<file path="config.mk">
export PLATFORM = sky130hd
export DESIGN_NAME = websocket_frame_deframer_core
export DESIGN_NICKNAME = d
export VERILOG_FILES = /design/src/hdl/wsfd_pkg.sv /design/src/hdl/websocket_frame_deframer_core.sv
export SDC_FILE = /design/constraint.sdc
export NUM_CORES = 1
export LEC_CHECK = 0
export ABC_AREA = 1
export BUFFER_PORTS_ARGS = -buffer_cell sky130_fd_sc_hd__clkbuf_2
export CAP_MARGIN = 15
export CORE_MARGIN = 3
export CORE_UTILIZATION = 63
export CTS_CLUSTER_DIAMETER = 100
export DETAILED_ROUTE_END_ITERATION = 10
export GPL_TIMING_DRIVEN = 0
export PLACE_DENSITY = 0.8
export SLEW_MARGIN = 5
export SYNTH_ARGS = -nofsm -noshare
export SYNTH_HDL_FRONTEND = slang
export SYNTH_SLANG_ARGS = --single-unit
</file>
<file path="constraint.sdc">
create_clock -name clk -period 2.7 [get_ports clk]
set_input_delay 0.135 -clock clk [delete_from_list [all_inputs] [get_ports clk]]
set_output_delay 0.135 -clock clk [all_outputs]
set_load 0.05 [all_outputs]
</file>
<file path="src/hdl/wsfd_pkg.sv">
// Package for the WebSocket frame deframer: parse phase codes and header constants.
// No dependencies; used by websocket_frame_deframer_core.
`timescale 1ns / 1ps

package wsfd_pkg;

	typedef enum logic [2:0] {
		PH_HDR0 = 3'd0,
		PH_HDR1 = 3'd1,
		PH_EXT  = 3'd2,
		PH_KEY  = 3'd3,
		PH_PAY  = 3'd4
	} phase_t;

	localparam logic [3:0] OPC_TEXT   = 4'h1;
	localparam logic [6:0] LEN_EXT16  = 7'd126;
	localparam logic [6:0] LEN_EXT64  = 7'd127;
	localparam logic [2:0] EXT16_LAST = 3'd1;
	localparam logic [2:0] EXT64_LAST = 3'd7;
	localparam logic [1:0] KEY_LAST   = 2'd3;

endpackage

</file>
<file path="src/hdl/websocket_frame_deframer_core.sv">
// Top level of the WebSocket frame deframer: header parser, unmasking and output buffer.
// Depends on wsfd_pkg for phase codes and header constants.
`timescale 1ns / 1ps

// Takes a received byte stream, one byte per transaction, holding back-to-back
// WebSocket frames (opcode byte, mask flag and 7-bit length, optional 16- or
// 64-bit big-endian extended length, optional 4-byte masking key, payload).
// Payload bytes of text frames (opcode 1) come out unmasked, one per
// transaction, with last_of_frame set on the final byte of each frame; other
// opcodes and zero-length frames produce nothing. FIN and RSV are ignored and
// the full 64-bit length is honored. Every byte is parsed in the cycle it is
// accepted: the parse state updates at the accepting edge and any result lands
// in the output register on the same edge (or in the skid register when a
// stalled result still holds the output register), so one byte per cycle is
// sustained while in_stall is low; with the output free, a byte's result is
// visible the cycle after it is taken. A two-entry output buffer (output
// register plus skid register) lets the block keep taking bytes while a result waits;
// in_stall rises only once both entries are full, that is when the consumer stalls
// a waiting result and another one arrives, and it comes straight from a flop.
module websocket_frame_deframer_core (
	input  logic       clk,
	input  logic       arst_n,
	input  logic       in_valid,
	output logic       in_stall,
	input  logic [7:0] rx_byte,
	output logic       out_valid,
	input  logic       out_stall,
	output logic [7:0] payload_byte,
	output logic       last_of_frame
);

	// Parse state
	wsfd_pkg::phase_t phase_q, phase_d;
	logic [2:0]  ext_cnt_q, ext_cnt_d;
	logic [63:0] rem_len_q, rem_len_d;
	logic [31:0] key_q, key_d;
	logic [1:0]  key_pos_q, key_pos_d;
	logic        masked_q, masked_d;
	logic        keep_q, keep_d;

	// Output buffer: head is what the port shows, skid catches one more result
	logic       out_valid_q, skid_valid_q;
	logic [7:0] out_byte_q, skid_byte_q;
	logic       out_last_q, skid_last_q;

	logic        in_acc, emit, pop;
	logic [7:0]  res_byte;
	logic        res_last;
	logic [63:0] ext_len;
	logic [6:0]  len7;
	logic [7:0]  key_byte;

	assign in_acc = in_valid & ~in_stall;
	assign pop    = out_valid_q & ~out_stall;
	assign len7   = rx_byte[6:0];
	assign ext_len = {rem_len_q[55:0], rx_byte};

	always_comb begin
		unique case (key_pos_q)
			2'd0:    key_byte = key_q[7:0];
			2'd1:    key_byte = key_q[15:8];
			2'd2:    key_byte = key_q[23:16];
			default: key_byte = key_q[31:24];
		endcase
	end

	// Next parse state for the byte on rx_byte; applied only on acceptance.
	always_comb begin
		phase_d   = phase_q;
		ext_cnt_d = ext_cnt_q;
		rem_len_d = rem_len_q;
		key_d     = key_q;
		key_pos_d = key_pos_q;
		masked_d  = masked_q;
		keep_d    = keep_q;
		emit      = 1'b0;
		res_byte  = rx_byte ^ key_byte;
		res_last  = (rem_len_q == 64'd1);

		unique case (phase_q)
			wsfd_pkg::PH_HDR1: begin
				masked_d = rx_byte[7];
				if (len7 == wsfd_pkg::LEN_EXT16) begin
					rem_len_d = '0;
					ext_cnt_d = wsfd_pkg::EXT16_LAST;
					phase_d   = wsfd_pkg::PH_EXT;
				end else if (len7 == wsfd_pkg::LEN_EXT64) begin
					rem_len_d = '0;
					ext_cnt_d = wsfd_pkg::EXT64_LAST;
					phase_d   = wsfd_pkg::PH_EXT;
				end else begin
					rem_len_d = {57'd0, len7};
					key_pos_d = '0;
					key_d     = '0;
					if (rx_byte[7])
						phase_d = wsfd_pkg::PH_KEY;
					else if (len7 == 7'd0)
						phase_d = wsfd_pkg::PH_HDR0;
					else
						phase_d = wsfd_pkg::PH_PAY;
				end
			end
			wsfd_pkg::PH_EXT: begin
				rem_len_d = ext_len;
				if (ext_cnt_q == 3'd0) begin
					key_pos_d = '0;
					key_d     = '0;
					if (masked_q)
						phase_d = wsfd_pkg::PH_KEY;
					else if (ext_len == 64'd0)
						phase_d = wsfd_pkg::PH_HDR0;
					else
						phase_d = wsfd_pkg::PH_PAY;
				end else begin
					ext_cnt_d = ext_cnt_q - 3'd1;
				end
			end
			wsfd_pkg::PH_KEY: begin
				// key was cleared before the first key byte, so a plain write matches OR-in
				unique case (key_pos_q)
					2'd0:    key_d[7:0]   = rx_byte;
					2'd1:    key_d[15:8]  = rx_byte;
					2'd2:    key_d[23:16] = rx_byte;
					default: key_d[31:24] = rx_byte;
				endcase
				key_pos_d = key_pos_q + 2'd1;
				if (key_pos_q == wsfd_pkg::KEY_LAST)
					phase_d = (rem_len_q == 64'd0) ? wsfd_pkg::PH_HDR0 : wsfd_pkg::PH_PAY;
			end
			wsfd_pkg::PH_PAY: begin
				key_pos_d = key_pos_q + 2'd1;
				rem_len_d = rem_len_q - 64'd1;
				if (res_last)
					phase_d = wsfd_pkg::PH_HDR0;
				emit = keep_q;
			end
			default: begin
				// first header byte; unused codes fall here as well
				keep_d  = (rx_byte[3:0] == wsfd_pkg::OPC_TEXT);
				phase_d = wsfd_pkg::PH_HDR1;
			end
		endcase
	end

	always_ff @(posedge clk or negedge arst_n) begin
		if (!arst_n) begin
			phase_q   <= wsfd_pkg::PH_HDR0;
			ext_cnt_q <= '0;
			rem_len_q <= '0;
			key_q     <= '0;
			key_pos_q <= '0;
			masked_q  <= 1'b0;
			keep_q    <= 1'b0;
		end else if (in_acc) begin
			phase_q   <= phase_d;
			ext_cnt_q <= ext_cnt_d;
			rem_len_q <= rem_len_d;
			key_q     <= key_d;
			key_pos_q <= key_pos_d;
			masked_q  <= masked_d;
			keep_q    <= keep_d;
		end
	end

	// Output buffer control
	always_ff @(posedge clk or negedge arst_n) begin
		if (!arst_n) begin
			out_valid_q  <= 1'b0;
			skid_valid_q <= 1'b0;
		end else begin
			if (!out_valid_q) begin
				out_valid_q <= in_acc & emit;
			end else if (pop) begin
				if (skid_valid_q) begin
					skid_valid_q <= in_acc & emit;
				end else begin
					out_valid_q <= in_acc & emit;
				end
			end else if (in_acc && emit) begin
				skid_valid_q <= 1'b1;
			end
		end
	end

	// Output buffer data
	always_ff @(posedge clk) begin
		if (!out_valid_q || (pop && !skid_valid_q)) begin
			out_byte_q <= res_byte;
			out_last_q <= res_last;
		end else if (pop) begin
			out_byte_q <= skid_byte_q;
			out_last_q <= skid_last_q;
		end
		if (in_acc && emit && out_valid_q && (!pop || skid_valid_q)) begin
			skid_byte_q <= res_byte;
			skid_last_q <= res_last;
		end
	end

	assign in_stall      = skid_valid_q;
	assign out_valid     = out_valid_q;
	assign payload_byte  = out_byte_q;
	assign last_of_frame = out_last_q;

endmodule

</file>
==> results.toml <==
[outcome]
status = "completed"

[floorplan]
dieArea_mm2 = 0.0141
die_x_um = 119
ios = 23
initial_core_util = 0.656
rows = 40
dieHeight_um = 119
placeableCoreArea_mm2 = 0.0122

[clock_network]
clkTransAtPathRegs_ns = 0.06
cts_tree = "yes"
cts_setup_buffers = 0
cts_buffers = 17
cts.path.max_buffers = 2
cts_max_level = 4
root_buffer = "clkbuf_16"
clk_latency_ns = 0.43
cts_num_sinks = 126

[synthesis]
netlist_area_mm2 = 0.00801
async_flop_share = 0.857
synth_edf_count = 18
synth-seq-cells = 126
synth_cells = 1185
synth_seq_area_share = 0.405
synth_cell_type_count = 36
synth-main-ff-cell = "dfrtp_1"
yosys_warnings = 0
syn_nets = 1205
postSynthAreaPerCell_um2 = 6.76

[worst_setup_path]
r2r_start = "phase_q[0]"
cpPeakStageDelay_ns = 0.45
path_cells = "inv_1 -> nand3_2 -> clkbuf_1 -> nor3_1 -> nand2_1 -> a21oi_2"
start_kind = "flop"
reg2regPathDepth = 6
cpMaxStageDelayCell = "a21oi_2"
r2r_setup_slack_ns = 0.19
r2r_end = "skid_byte_q[6]"
cp.required_ns = 2.76
critPathMaxFanout = 10
crit_start = "phase_q[0]"
crit_type = "reg2reg"
arrival_ns = 2.58
endpoint_kind = "flop"

[sta]
finalSetupTns_ns = 0
maxSlewViolCount = 0
clock_skew_ns = 0.00879
setup_ws_ns = 0.187
fin_crit_ns = 2.51
relSlewSlack = 0.412
finalCritPeriodShare = 0.931
timing.hold.ws_ns = 0.0424
tightest_slew_ns = 0.882
rsz0062_at_grt = "false"
final-hold-violation-count = 0
clock.fmax_mhz = 398
setup-violations-final = 0

[placed_design]
dp_cells = 1375
dpl_worst_slack_ns = 0.0379
hpwl_um = 18600
place_area_mm2 = 0.00834
port_buffers = 22
place_congestion = 1.10

[drt]
drc_errors = 0
firstDrtPassIters = 7
drt_iter0_markers = 1253
wirelength_um = 26400
vias_per_cell = 6.14
vias = 8639
antenna_left = 0
wl_per_cell_um = 18.7

[cells_and_area]
finalCoreUtilization = 0.737
layout.cells.most_common = "nand2_1"
final_area_mm2 = 0.00900
fin_nets = 1247
n_antenna_cell = 0
finalNonFillerCells = 1408
syn_to_final_growth_pct = 12.4
layout-drive-gt1-share = 0.0863
n_fill_cell = 1047
layout_common_cells = "nand2_1, nor2_1, dfrtp_1, inv_1, a21oi_1"

[power_and_ir_drop]
powerDensity_mw_per_mm2 = 1120
p_leak_nw = 4.04
totalPowerFinal_mw = 10.1
ir_drop_v = 0.000740

[job]
maxCapViolCount = 0

[global_routing]
antenna_found_initial = 0
grt_pass1_vias = 7750
grt_util_all_layers = 0.381
grt_pass1_wl_um = 41700
grt_max_degree = 109
globalRouteOverflowTotal = 0

[hold_path]
hold_class = "in2reg"
hold_depth = 3
hold_end = "rem_len_q[1]"
min-delay-start = "rx_byte[1]"
worst max-delay path, delay by kind of cell (launching register included):
| family | cells | cell delay, ns |
|---|---|---|
| AOI/OAI and AO/OA | 1 | 0.45 |
| and+or+nand+nor | 3 | 0.75 |
| DFF | 1 | 0.39 |
| buffers and inverters | 2 | 0.55 |
sequential cells by signal, indices dropped and copies added (netlist names):
register / count
last_of_frame: 1
keep_q: 1
skid_last_q: 1
in_stall: 1
key_pos_q: 2
masked_q: 1
phase_q: 3
skid_byte_q: 8
key_q: 32
payload_byte: 8
rem_len_q: 64
ext_cnt_q: 3
out_valid: 1
metal layers:
metal,global-route usage,vias to the layer above,part of all wire
li1,-,3972,-
met1,0.553,3968,0.40
met2,0.530,603,0.42
met5,0,-,0
met4,0.150,0,0.035
met3,0.117,96,0.14
cells by family (layout without fill, tap and decap cells):
kind of cell               after synthesis  count (layout)  share of synthesized area
AOI/OAI and AO/OA                      224             224                      0.156
xor gates and xnor gates                 3               3                    0.00328
adders and majority gates                8               8                     0.0125
buffers and inverters                  134             189                     0.0661
DFF                                    126             126                      0.405
and+or+nand+nor                        690             690                      0.357
synthesized netlist by cell type, drive strengths merged, types with 11 or more instances:
cell type | instances | area [µm²]
o22ai | 12 | 75.1
or2 | 11 | 68.8
nor2 | 213 | 832
a22oi | 18 | 135
a21oi | 85 | 425
nand2 | 351 | 1320
dfrtp | 108 | 2700
edfxtp | 18 | 541
nor3 | 12 | 81.3
inv | 97 | 364
nand3 | 83 | 430
o21ai | 94 | 489
buf | 18 | 93.8
clkbuf | 18 | 67.6
power breakdown:
group / switching [mW] / total (mW) / leakage, nW / internal (mW)
combinational: 2.94 / 4.16 / 2.15 / 1.22
sequential: 0.819 / 3.39 / 1.58 / 2.57
clock: 0.901 / 2.52 / 0.316 / 1.62
total: 4.66 / 10.1 / 4.04 / 5.40
how the worst max path moves through the flow:
| stage | end | slack [ns] |
|---|---|---|
| global route | skid_byte_q[1] | 0.07 |
| global placement | rem_len_q[23] | -0.03 |
| detailed placement | skid_byte_q[4] | 0.04 |
| CTS | skid_byte_q[3] | 0.03 |
| floorplan | skid_byte_q[0] | 0.68 |
| finish | skid_byte_q[6] | 0.19 |
what timing repair did:
item,in CTS,in global routing
endpoints found under the hold margin,108,0
setup endpoints to repair,0,9
hold buffers,1,0
gates resized for setup,0,1
layout make-up:
cell class | instances | area (µm²) | share of cell area
well taps | 168 | 210 | 0.0233
inverters | 98 | 368 | 0.0409
repair buffers | 23 | 129 | 0.0143
multi-input cells | 925 | 4240 | 0.471
flip-flops and latches | 126 | 3240 | 0.360
clock buffers | 21 | 503 | 0.0559
clock inverters | 11 | 150 | 0.0167
plain buffers | 36 | 161 | 0.0179
No activity file was read; power rests on OpenSTA's default activity.
